`config.mk`:
```
export PLATFORM = sky130hd
export DESIGN_NAME = tmwc_front
export DESIGN_NICKNAME = d
export VERILOG_FILES = /design/src/rtl/tile_map_world_coordinate_convert_macros.svh /design/src/rtl/tmwc_pkg.sv /design/src/rtl/tmwc_front.sv
export SDC_FILE = /design/constraint.sdc
export NUM_CORES = 1
export LEC_CHECK = 0
export ABC_AREA = 1
export BUFFER_PORTS_ARGS = -buffer_cell sky130_fd_sc_hd__clkbuf_2
export CORE_ASPECT_RATIO = 0.6
export CORE_MARGIN = 2
export CORE_UTILIZATION = 30
export DETAILED_ROUTE_END_ITERATION = 6
export MAX_ROUTING_LAYER = met4
export PLACE_DENSITY = 0.52
export SYNTH_ARGS = -nofsm -noshare
export SYNTH_HDL_FRONTEND = slang
export SYNTH_SLANG_ARGS = --single-unit
```
`constraint.sdc`:
```
create_clock -name vclk -period 17.3
set_input_delay 0.865 -clock vclk [all_inputs]
set_output_delay 0.865 -clock vclk [all_outputs]
set_load 0.005 [all_outputs]
```
`src/rtl/tile_map_world_coordinate_convert_macros.svh`:
```
// ----------------------------------------------------------------------------
// tile map coordinate converter assertion macros
// shared property shapes for the checks at the end of the top level
// ----------------------------------------------------------------------------
`ifndef TILE_MAP_WORLD_COORDINATE_CONVERT_MACROS_SVH
`define TILE_MAP_WORLD_COORDINATE_CONVERT_MACROS_SVH

// condition must never be true
`define TMWC_NEVER(name, clk, rst, cond, msg) \
   name: assert property (@(posedge clk) disable iff (rst) !(cond)) \
      else $error(msg);

// consequent in the same cycle
`define TMWC_IMPLY(name, clk, rst, ante, cons, msg) \
   name: assert property (@(posedge clk) disable iff (rst) (ante) |-> (cons)) \
      else $error(msg);

// consequent in the next cycle
`define TMWC_NEXT(name, clk, rst, ante, cons, msg) \
   name: assert property (@(posedge clk) disable iff (rst) (ante) |=> (cons)) \
      else $error(msg);

`endif

```
`src/rtl/tmwc_pkg.sv`:
```
// ----------------------------------------------------------------------------
// tmwc_pkg
// types and fixed constants of the tile map coordinate converter
// ----------------------------------------------------------------------------
package tmwc_pkg;

   localparam int TILE_BITS      = 9;
   localparam int MUL_W          = TILE_BITS + 1;
   localparam int DEN_W          = 2 * TILE_BITS;
   localparam int OUT_W          = 24;
   localparam int OUT_MAX        = 8388607;
   localparam int OUT_MIN        = -8388608;
   localparam int KIND_BITS      = 2;
   localparam int CSR_INDEX_BITS = 2;

   localparam logic [KIND_BITS-1:0] KIND_ORTHO = 2'd0;
   localparam logic [KIND_BITS-1:0] KIND_ISO   = 2'd1;

   localparam logic [CSR_INDEX_BITS-1:0] REG_MAP_KIND    = 2'd0;
   localparam logic [CSR_INDEX_BITS-1:0] REG_TILE_WIDTH  = 2'd1;
   localparam logic [CSR_INDEX_BITS-1:0] REG_TILE_HEIGHT = 2'd2;

   localparam logic ACT_TO_WORLD = 1'b0;
   localparam logic ACT_TO_GRID  = 1'b1;

   localparam logic [KIND_BITS-1:0] KIND_RESET = KIND_ORTHO;
   localparam logic [TILE_BITS-1:0] TILE_RESET = 9'd32;
   localparam logic [DEN_W-1:0]     DEN_RESET  = 18'd1024;

   localparam int Q_DEPTH    = 4;
   localparam int Q_PTR_BITS = 2;
   localparam int Q_CNT_BITS = 3;

   typedef enum logic [2:0] {
      OP_PASS,
      OP_ORTHO_TO_WORLD,
      OP_ORTHO_TO_GRID,
      OP_ISO_TO_WORLD,
      OP_ISO_TO_GRID
   } op_type;

   typedef struct packed {
      logic full;
      logic empty;
   } q_status_type;

endpackage

```
`src/rtl/tmwc_front.sv`:
```
// ----------------------------------------------------------------------------
// tmwc_front
// accepts request words, picks the conversion and forms the tile products
// ----------------------------------------------------------------------------
module tmwc_front #(
   parameter int COORD_BITS = 16
) (
   input  logic                                   req_valid,
   output logic                                   req_stall,
   input  logic                                   req_action,
   input  logic signed [COORD_BITS-1:0]           req_coord_x,
   input  logic signed [COORD_BITS-1:0]           req_coord_y,
   input  logic [tmwc_pkg::KIND_BITS-1:0]         map_kind,
   input  logic [tmwc_pkg::TILE_BITS-1:0]         tile_w,
   input  logic [tmwc_pkg::TILE_BITS-1:0]         tile_h,
   input  tmwc_pkg::q_status_type                 q_stat,
   output logic                                   push,
   output tmwc_pkg::op_type                       op,
   output logic signed [COORD_BITS+9:0]           prod_x,
   output logic signed [COORD_BITS+9:0]           prod_y
);

   localparam int OPND_W = COORD_BITS + 1;
   localparam int LANE_W = COORD_BITS + 10;

   logic signed [OPND_W-1:0]        x_ext;
   logic signed [OPND_W-1:0]        y_ext;
   logic signed [OPND_W-1:0]        opnd_x;
   logic signed [OPND_W-1:0]        opnd_y;
   logic [tmwc_pkg::MUL_W-1:0]      mul_x;
   logic [tmwc_pkg::MUL_W-1:0]      mul_y;

   assign x_ext = OPND_W'(req_coord_x);
   assign y_ext = OPND_W'(req_coord_y);

   always_comb begin
      case (map_kind)
         tmwc_pkg::KIND_ORTHO: begin
            if (req_action == tmwc_pkg::ACT_TO_GRID) begin
               op = tmwc_pkg::OP_ORTHO_TO_GRID;
            end else begin
               op = tmwc_pkg::OP_ORTHO_TO_WORLD;
            end
         end
         tmwc_pkg::KIND_ISO: begin
            if (req_action == tmwc_pkg::ACT_TO_GRID) begin
               op = tmwc_pkg::OP_ISO_TO_GRID;
            end else begin
               op = tmwc_pkg::OP_ISO_TO_WORLD;
            end
         end
         default: begin
            op = tmwc_pkg::OP_PASS;
         end
      endcase
   end

   always_comb begin
      opnd_x = x_ext;
      opnd_y = y_ext;
      mul_x  = tmwc_pkg::MUL_W'(1);
      mul_y  = tmwc_pkg::MUL_W'(1);
      case (op)
         tmwc_pkg::OP_ORTHO_TO_WORLD: begin
            mul_x = {1'b0, tile_w};
            mul_y = {1'b0, tile_h};
         end
         tmwc_pkg::OP_ISO_TO_WORLD: begin
            opnd_x = x_ext - y_ext;
            opnd_y = x_ext + y_ext;
            mul_x  = {1'b0, tile_w};
            mul_y  = {1'b0, tile_h};
         end
         // x*h and y*w, summed and differenced in the back end
         tmwc_pkg::OP_ISO_TO_GRID: begin
            mul_x = {1'b0, tile_h};
            mul_y = {1'b0, tile_w};
         end
         default: begin
         end
      endcase
   end

   assign prod_x = LANE_W'(opnd_x) * LANE_W'($signed(mul_x));
   assign prod_y = LANE_W'(opnd_y) * LANE_W'($signed(mul_y));

   assign push      = req_valid & ~q_stat.full;
   assign req_stall = q_stat.full;

endmodule

```
==> summary.md <==
| Metric | Value |
|---|---|
| Worst Path Required | 16.43 ns |
| # IOs | 113 |
| TritonRoute pass-1 iters | 5 |
| Syn. warnings | 0 |
| Die Y | 168 µm |
| Port-buffer cells | 112 |
| Slew HR | 0.314 |
| Full die area | 46500 µm² |
| Antenna violations before repair | 1 |
| Total track usage | 0.180 |
| Setup violators final | 0 |
| FF+latch area | 0 µm² |
| Die width | 277 µm |
| Unrepaired setup endpoints after global routing | false |
| Sequential cell count | 0 |
| Hold Path Class | primary input to output pin |
| Crit Path Max Fanout | 57 |
| Iter 0 DRT Violations | 730 |
| Fin worst setup slack | 8.58 ns |
| Avg Synthesized Cell Area | 7.36 µm² |
| Sequential-to-total area share from yosys stat | 0 |
| Vias in the first global route | 11800 |
| Period utilization | 0.504 |
| Initial core utilization | 0.307 |
| Layout area overhead | 8.69% |
| CP max-delay cell | o21ai_1 |
| Area share of the leading cell type in the synthesized netlist | 0.379 |
| Slew Limit Fails | 0 |
| Final WL | 39800 µm |
| Netlist cell types | 47 |
| Largest net degree at the start of global routing | 58 |
| Postcts setup bufs | 0 |
| Nets | 2364 |
| Synth Instances | 1822 |
| Synth Net Count | 2276 |
| Drt via density | 4.69 |
| Synthesized area | 13400 µm² |
| Post-cts repair resize count | 0 |
| Worst path max stage delay | 0.89 ns |
| FP Rows | 59 |
| Area leader, netlist | fa_1 |
| GRT overflow | 0 |
| Minimum clock period | 8.72 ns |
| Setup TNS | 0 ns |
| Multi-input logic area | 11500 µm² |
| Core Util, Final | 0.334 |
| Fill count | 4773 |
| Final HPWL DP | 35700 µm |
| Fmax | 115 MHz |
| DP Worst Slack | 8.78 ns |
| Via count | 11700 |
| Min Hold Slack | 1.91 ns |
| Hold_buf cts | 0 |
| Hold Violations, Final | 0 |
| Status | complete, no violations |
| Max Cap Viol | 0 |
| Clock buffer count | 0 |
| CP Capture Type | output pin |
| Slew of the pin with the lowest slew margin | 1.02 ns |
| Gpl congestion | 0.898 |
| Routed Antenna Nets | 0 |
| DR DRC count | 0 |
| DR WL/cell | 16.0 µm |
| Worst EP arrival | 7.85 ns |
| Critical path class | primary input to output pin |
| Critical Path Start Type | primary input |
| Core box area | 43700 µm² |
| Share of cells above drive strength 1 | 0.127 |
| Global-route wire length before repair | 65100 µm |
| Top cells by area, synth | fa_1, ha_1, inv_1 |
| Worst path most repeated cell | nand2_1 |
critical path, delay by kind of cell:
family	cells	cell delay [ns]
buf+inv	8	1.85
fa+ha+maj	6	2.44
simple gates	15	1.62
xor+xnor	1	0.14
compound gates	1	0.89
logic make-up (layout without fill, tap and decap cells):
| logic type | after synthesis | count (layout) | synth area share |
|---|---|---|---|
| buf+inv | 502 | 588 | 0.145 |
| fa+ha+maj | 398 | 398 | 0.513 |
| other cells | 0 | 2 | 0 |
| simple gates | 679 | 679 | 0.215 |
| xor+xnor | 67 | 67 | 0.0438 |
| compound gates | 176 | 176 | 0.0827 |
metrics by stage:
| stage | cell area (µm²) | std cells |
|---|---|---|
| 6_report | 14600 | 2489 |
| 5_1_grt | 14600 | 2488 |
| 4_1_cts | 14600 | 2487 |
| 3_5_place_dp | 14600 | 2487 |
| 3_3_place_gp | 14600 | 2487 |
| 2_1_floorplan | 13400 | 1822 |
Yosys cell counts, types with 2 or more instances:
| cell | n |
|---|---|
| a211oi_1 | 2 |
| a21boi_1 | 3 |
| a21o_1 | 8 |
| a21oi_1 | 67 |
| a21oi_2 | 4 |
| a31oi_1 | 7 |
| and2_1 | 3 |
| buf_2 | 15 |
| buf_4 | 11 |
| clkbuf_1 | 8 |
| fa_1 | 254 |
| ha_1 | 144 |
| inv_1 | 408 |
| inv_2 | 58 |
| nand2_1 | 321 |
| nand2_2 | 13 |
| nand3_1 | 86 |
| nand3_2 | 3 |
| nand3b_1 | 4 |
| nand4_1 | 10 |
| nor2_1 | 197 |
| nor2_2 | 11 |
| nor2_4 | 2 |
| nor3_1 | 8 |
| o211ai_1 | 2 |
| o21a_1 | 3 |
| o21ai_0 | 20 |
| o21ai_1 | 16 |
| o21ai_2 | 16 |
| o21bai_1 | 7 |
| o22ai_1 | 11 |
| o22ai_2 | 7 |
| or2_1 | 12 |
| or2_2 | 3 |
| xnor2_1 | 21 |
| xor2_1 | 46 |
final timing paths:
path                    from    endpoint  cells after the start
hold / removal     q_stat[1]   req_stall                      2
setup / recovery  req_action  prod_x[23]                     31
routing by layer:
| layer | part of all wire | GRT usage | up-vias |
|---|---|---|---|
| met4 | 0.0084 | 0.0132 | 0 |
| met3 | 0.080 | 0.0380 | 14 |
| met2 | 0.39 | 0.250 | 332 |
| met5 | 0 | - | - |
| li1 | - | - | 5635 |
| met1 | 0.52 | 0.276 | 5686 |
area by class of cell:
cell class | instances | share of cell area
repair buffers | 121 | 0.0431
well taps | 579 | 0.0497
multi-input cells | 1320 | 0.786
diodes | 2 | 0.000343
inverters | 467 | 0.120
layout by cell type, fill, tap and decap left out, types with 7 or more instances in the layout:
cell / synthesis / layout
fa_1: 254 / 254
xor2_1: 46 / 46
clkbuf_2: 0 / 112
o21bai_1: 7 / 7
a21oi_1: 67 / 67
nand2_1: 321 / 321
nor2_2: 11 / 11
o22ai_2: 7 / 7
a31oi_1: 7 / 7
nand3_1: 86 / 86
o21ai_0: 20 / 20
a21o_1: 8 / 8
nand4_1: 10 / 10
ha_1: 144 / 144
nor3_1: 8 / 8
xnor2_1: 21 / 21
o21ai_2: 16 / 16
nor2_1: 197 / 197
nand2_2: 13 / 13
inv_2: 58 / 58
inv_1: 408 / 408
or2_1: 12 / 12
buf_4: 11 / 9
o22ai_1: 11 / 11
o21ai_1: 16 / 16
