**src/rtl/tile_map_world_coordinate_convert_macros.svh**
```systemverilog
// ----------------------------------------------------------------------------
// tile map coordinate converter assertion macros
// shared property shapes for the checks at the end of the top level
// ----------------------------------------------------------------------------
`ifndef TILE_MAP_WORLD_COORDINATE_CONVERT_MACROS_SVH
`define TILE_MAP_WORLD_COORDINATE_CONVERT_MACROS_SVH

// condition must never be true
`define TMWC_NEVER(name, clk, rst, cond, msg) \
   name: assert property (@(posedge clk) disable iff (rst) !(cond)) \
      else $error(msg);

// consequent in the same cycle
`define TMWC_IMPLY(name, clk, rst, ante, cons, msg) \
   name: assert property (@(posedge clk) disable iff (rst) (ante) |-> (cons)) \
      else $error(msg);

// consequent in the next cycle
`define TMWC_NEXT(name, clk, rst, ante, cons, msg) \
   name: assert property (@(posedge clk) disable iff (rst) (ante) |=> (cons)) \
      else $error(msg);

`endif

```
**src/rtl/tmwc_pkg.sv**
```systemverilog
// ----------------------------------------------------------------------------
// tmwc_pkg
// types and fixed constants of the tile map coordinate converter
// ----------------------------------------------------------------------------
package tmwc_pkg;

   localparam int TILE_BITS      = 9;
   localparam int MUL_W          = TILE_BITS + 1;
   localparam int DEN_W          = 2 * TILE_BITS;
   localparam int OUT_W          = 24;
   localparam int OUT_MAX        = 8388607;
   localparam int OUT_MIN        = -8388608;
   localparam int KIND_BITS      = 2;
   localparam int CSR_INDEX_BITS = 2;

   localparam logic [KIND_BITS-1:0] KIND_ORTHO = 2'd0;
   localparam logic [KIND_BITS-1:0] KIND_ISO   = 2'd1;

   localparam logic [CSR_INDEX_BITS-1:0] REG_MAP_KIND    = 2'd0;
   localparam logic [CSR_INDEX_BITS-1:0] REG_TILE_WIDTH  = 2'd1;
   localparam logic [CSR_INDEX_BITS-1:0] REG_TILE_HEIGHT = 2'd2;

   localparam logic ACT_TO_WORLD = 1'b0;
   localparam logic ACT_TO_GRID  = 1'b1;

   localparam logic [KIND_BITS-1:0] KIND_RESET = KIND_ORTHO;
   localparam logic [TILE_BITS-1:0] TILE_RESET = 9'd32;
   localparam logic [DEN_W-1:0]     DEN_RESET  = 18'd1024;

   localparam int Q_DEPTH    = 4;
   localparam int Q_PTR_BITS = 2;
   localparam int Q_CNT_BITS = 3;

   typedef enum logic [2:0] {
      OP_PASS,
      OP_ORTHO_TO_WORLD,
      OP_ORTHO_TO_GRID,
      OP_ISO_TO_WORLD,
      OP_ISO_TO_GRID
   } op_type;

   typedef struct packed {
      logic full;
      logic empty;
   } q_status_type;

endpackage

```
**src/rtl/tmwc_queue.sv**
```systemverilog
// ----------------------------------------------------------------------------
// tmwc_queue
// short word queue between the front end and the divider pipeline
// ----------------------------------------------------------------------------
module tmwc_queue #(
   parameter int COORD_BITS = 16
) (
   input  logic                           clock,
   input  logic                           reset,
   input  logic                           push,
   input  tmwc_pkg::op_type               push_op,
   input  logic signed [COORD_BITS+9:0]   push_x,
   input  logic signed [COORD_BITS+9:0]   push_y,
   input  logic                           pop,
   output tmwc_pkg::q_status_type         q_stat,
   output tmwc_pkg::op_type               head_op,
   output logic signed [COORD_BITS+9:0]   head_x,
   output logic signed [COORD_BITS+9:0]   head_y
);

   localparam int LANE_W = COORD_BITS + 10;

   tmwc_pkg::op_type                 entry_op_ff [tmwc_pkg::Q_DEPTH];
   logic signed [LANE_W-1:0]         entry_x_ff  [tmwc_pkg::Q_DEPTH];
   logic signed [LANE_W-1:0]         entry_y_ff  [tmwc_pkg::Q_DEPTH];
   logic [tmwc_pkg::Q_PTR_BITS-1:0]  wr_ptr_ff;
   logic [tmwc_pkg::Q_PTR_BITS-1:0]  rd_ptr_ff;
   logic [tmwc_pkg::Q_CNT_BITS-1:0]  count_ff;
   logic [tmwc_pkg::Q_CNT_BITS-1:0]  count_in;
   logic                             do_pop;

   assign q_stat.full  = (count_ff == tmwc_pkg::Q_CNT_BITS'(tmwc_pkg::Q_DEPTH));
   assign q_stat.empty = (count_ff == '0);
   assign do_pop       = pop & ~q_stat.empty;

   always_comb begin
      count_in = count_ff;
      if (push && !do_pop) begin
         count_in = count_ff + tmwc_pkg::Q_CNT_BITS'(1);
      end else if (!push && do_pop) begin
         count_in = count_ff - tmwc_pkg::Q_CNT_BITS'(1);
      end
   end

   always_ff @(posedge clock) begin
      if (reset) begin
         wr_ptr_ff <= '0;
         rd_ptr_ff <= '0;
         count_ff  <= '0;
      end else begin
         count_ff <= count_in;
         if (push) begin
            wr_ptr_ff <= wr_ptr_ff + tmwc_pkg::Q_PTR_BITS'(1);
         end
         if (do_pop) begin
            rd_ptr_ff <= rd_ptr_ff + tmwc_pkg::Q_PTR_BITS'(1);
         end
      end
   end

   always_ff @(posedge clock) begin
      if (push) begin
         entry_op_ff[wr_ptr_ff] <= push_op;
         entry_x_ff[wr_ptr_ff]  <= push_x;
         entry_y_ff[wr_ptr_ff]  <= push_y;
      end
   end

   assign head_op = entry_op_ff[rd_ptr_ff];
   assign head_x  = entry_x_ff[rd_ptr_ff];
   assign head_y  = entry_y_ff[rd_ptr_ff];

endmodule

```
**config.mk**
```make
export PLATFORM = sky130hd
export DESIGN_NAME = tmwc_queue
export DESIGN_NICKNAME = d
export VERILOG_FILES = /design/src/rtl/tile_map_world_coordinate_convert_macros.svh /design/src/rtl/tmwc_pkg.sv /design/src/rtl/tmwc_queue.sv
export SDC_FILE = /design/constraint.sdc
export NUM_CORES = 1
export LEC_CHECK = 0
export BUFFER_PORTS_ARGS = -buffer_cell sky130_fd_sc_hd__buf_2
export CAP_MARGIN = 20
export CORE_ASPECT_RATIO = 1.75
export CORE_MARGIN = 2
export CORE_UTILIZATION = 40
export DETAILED_ROUTE_END_ITERATION = 10
export SLEW_MARGIN = 40
export SYNTH_ARGS = -nofsm -noshare
export SYNTH_HDL_FRONTEND = slang
export SYNTH_SLANG_ARGS = --single-unit
```
**constraint.sdc**
```tcl
create_clock -name clock -period 7.1 [get_ports clock]
set_input_delay 0 -clock clock [delete_from_list [all_inputs] [get_ports clock]]
set_output_delay 0 -clock clock [all_outputs]
set_load 0.05 [all_outputs]
```
==> impl_results.md <==
- Run status: finished, final reports clean
- Cell leakage power: about 0.0036 uW
- Slew of the pin with the lowest slew margin: 0.785 ns
- Maximum fanout along the worst path: 39
- P_sw: about 1200 uW
- Adder-cell share of the synthesized area: 0.978%
- Sequential share of power: a little over two fifths
- Later-pin clock latency in the skew report: roughly 0.49 ns
- First DRT Iteration DRCs: 231
- DR vias: 4,006
- Synth-to-Final Area Change: 23.8%
- Switching share of power: 33.0%
- Ys Warns: 0
- Worst endpoint data arrival time: 2.46 ns
- Setup repair after global routing missed its margin: no
- CP required: between 7 and 8 ns
- Clock H-tree levels: 1
- Fin Clk Skew: 0.00989 ns
- Cell area after synthesis: approximately 8400 um2
- Post-Route Setup TNS: 0 ns
- Number of core rows: 70
- Starting density of the core: 40.5%
- Detailed-routing iteration count for the pre-antenna-repair pass: 4
- Count of placed standard cells including taps: around 690
- Final non-filler cell total: 787
- Compound-gate portion of the synthesized area: 0.311%
- Number of storage elements in the synthesis netlist: 229
- Clock root buffer: sky130_fd_sc_hd__clkbuf_16
- Combined global-route utilization of all metal layers: 14.0%
- Power density cells: between 300 and 400 nW/um2
- Final Net Count: between 500 and 600
- Count of unresolved DRC violations after routing: 0
- Number of different library cells in the post-synthesis netlist: 24
- Number of CTS-inserted buffers: 21
- Final Max Tran Viols: 0
- Hold slack final: 0.266 ns
- Routed WL per cell: 19.8 um
- Path type of the worst setup path: reg -> out
- Fraction of final layout cells sized beyond drive strength 1: 37.5%
- Maxcap violations: 0
- Final period util: 34.7%
- Clock group share of total power: 27.3%
- Post-detailed-route count of antenna-violating nets: 0
- Area inside the core boundary: 20,800 um2
- Type of the worst min-delay path: in -> reg
- Weighted congestion reported at the end of routability-driven placement: 0.693
- Synth Net Count: 396
- DIE HEIGHT: ~200 um
- Maximum VDD drop: 0.000173 V
- Vias in the first global route: 4,311
- Total die area: 22,300 um2
- Clock tree from TritonCTS: yes
- I/O Buffers: 115
- CTS max path bufs: 3
- Maximum number of pins on one net before global-route repair: 56
- CTS sink count: 229
- Cell Int Power: 2510 uW
- Hold violation total from the final report: 0
- Number of resized instances in the post-cts repair step: 0
- Number of instances in the synthesized netlist: 331
- Average via count per standard cell: 5.09
- Fraction of power consumed by combinational cells: 29.4%
- Worst slew margin relative to its limit: 47.7%
- Aggregate routed wire length: 15,600 um
- Antenna violations before repair: 2
- Clock-pin slew reported for the worst setup and hold paths after clock tree synthesis: 0.06 ns
- Type of destination of the critical path: output pin
- Final Total Pwr: ~3700 uW
- Basic-gate share of the synthesized area counting and, or, nand and nor cells: less than 1%
- Xor/xnor share of the synthesized area: 0.519%
- Tmin final: 2.46 ns
- Placed wire-length estimate after detailed placement: 9290 um
- Startpoint type of the worst setup path: flop
- Mux share of post-synthesis cell area: approximately 15%
- Average cell area after synthesis: approximately 26 um2
- Residual overflow from global routing: 0
- Sequential element share of the synthesized area: 80.4%
- Final setup viols: 0
- Main combinational cell family by area after synthesis: multiplexers
- Fmax: 406 MHz
- Die Wd: 114 um
- Boundary Pins: ~120
- Global-route wire length before repair: 23,800 um
metrics by stage:
stage	utilization, %	setup slack [ns]	instance area, um2
finish	50.2	4.64	10500
detailed placement	44.4	4.83	9250
global route	50.2	4.44	10500
floorplan	-	4.84	8440
global placement	44.3	4.85	9240
CTS	50.1	4.31	10400
power by group through the flow:
stage	sequential, uW	combinational (uW)	clock [uW]
floorplan	1610	947	0
global placement	1650	1080	0
detailed placement	1660	1090	0
CTS	1630	1120	1060
global route	1630	1160	1100
finish	1620	1100	1020
registers in the layout, summed over array words and instances (netlist names), named ones only:
signal and flops:
rd_ptr_ff 2, entry_y_ff 104, entry_x_ff 104, wr_ptr_ff 2, entry_op_ff 12, count_ff 3
cells in the mapped netlist:
master,count,share of area (%)
sky130_fd_sc_hd__and2_1,4,0.30
sky130_fd_sc_hd__buf_6,1,0.13
sky130_fd_sc_hd__o311ai_0,1,0.10
sky130_fd_sc_hd__clkbuf_2,1,0.059
sky130_fd_sc_hd__inv_1,3,0.13
sky130_fd_sc_hd__nor3b_1,1,0.089
sky130_fd_sc_hd__xnor2_1,1,0.10
sky130_fd_sc_hd__a21oi_1,1,0.059
sky130_fd_sc_hd__mux4_1,5,1.6
sky130_fd_sc_hd__xor2_1,4,0.41
sky130_fd_sc_hd__buf_12,5,1.2
sky130_fd_sc_hd__dfxtp_1,9,2.1
sky130_fd_sc_hd__mux4_2,50,13
sky130_fd_sc_hd__nor3_1,1,0.059
sky130_fd_sc_hd__ha_1,5,0.74
sky130_fd_sc_hd__o31ai_1,1,0.089
sky130_fd_sc_hd__o21ai_0,1,0.059
sky130_fd_sc_hd__nor2_1,7,0.31
sky130_fd_sc_hd__edfxtp_1,220,78
sky130_fd_sc_hd__clkbuf_1,1,0.044
sky130_fd_sc_hd__buf_2,5,0.30
sky130_fd_sc_hd__or3_1,1,0.074
sky130_fd_sc_hd__fa_1,1,0.24
sky130_fd_sc_hd__mux2i_1,2,0.24
area by class of cell:
cell class                 instances  area, um2
fill                            1743      10400
sequential                       229       6790
multi-input combinational         86       1510
timing repair buffer             180       1220
clock buffer                      31        563
tap                              252        315
clock inverter                     5       46.3
inverter                           3       11.3
antenna                            1       2.50
final timing paths:
| check | slack, ns | endpoint | cells after the start | from |
|---|---|---|---|---|
| max | 4.64 | head_x[25] | 3 | flop |
| min | 0.27 | entry_op_ff[1][0] | 2 | push_op[0] |
| min reg2reg | 0.54 | flop | 2 | rd_ptr_ff[1] |
| max reg2reg | 4.93 | entry_y_ff[1][10] | 3 | wr_ptr_ff[0] |
layout by cell type, fill, tap and decap left out, drive strengths merged:
| cell type | synthesis | routed |
|---|---|---|
| o21ai | 1 | 1 |
| bufinv | 0 | 1 |
| ha | 5 | 5 |
| xnor2 | 1 | 1 |
| diode | 0 | 1 |
| nor3 | 1 | 1 |
| o311ai | 1 | 1 |
| xor2 | 4 | 4 |
| o31ai | 1 | 1 |
| fa | 1 | 1 |
| clkbuf | 2 | 31 |
| dlygate4sd3 | 0 | 59 |
| clkinv | 0 | 4 |
| mux4 | 55 | 55 |
| nor3b | 1 | 1 |
| a21oi | 1 | 1 |
| mux2i | 2 | 2 |
| buf | 11 | 121 |
| nor2 | 7 | 7 |
| and2 | 4 | 4 |
| inv | 3 | 3 |
| edfxtp | 220 | 220 |
| or3 | 1 | 1 |
| dfxtp | 9 | 9 |
worst max-delay path, cell delays in order (launching register included):
cell	delay (ns)
sky130_fd_sc_hd__dfxtp_4	0.57
sky130_fd_sc_hd__buf_6	0.51
sky130_fd_sc_hd__mux4_1	0.64
sky130_fd_sc_hd__buf_2	0.23
logic make-up (layout without fill, tap and decap cells):
kind of cell / count (synthesis) / in the layout
AOI/OAI and AO/OA: 4 / 4
xor gates and xnor gates: 5 / 5
adders and majority gates: 6 / 6
buffers and inverters: 16 / 219
DFF: 229 / 229
muxes: 57 / 57
other: 0 / 1
and+or+nand+nor: 14 / 14
per-layer routing:
metal / wire, um / GRT usage, %
met4: 417 / 5.10
met1: 5970 / 16.3
met2: 8560 / 25.9
met5: 11 / 0
met3: 611 / 2.13
repair_timing:
item | CTS | global route
hold buffers | 59 | 0
endpoints found under the setup margin | 0 | 0
setup buffers | 0 | 0
endpoints found under the hold margin | 229 | 0
Note: power is estimated with default switching activity, not from simulation.
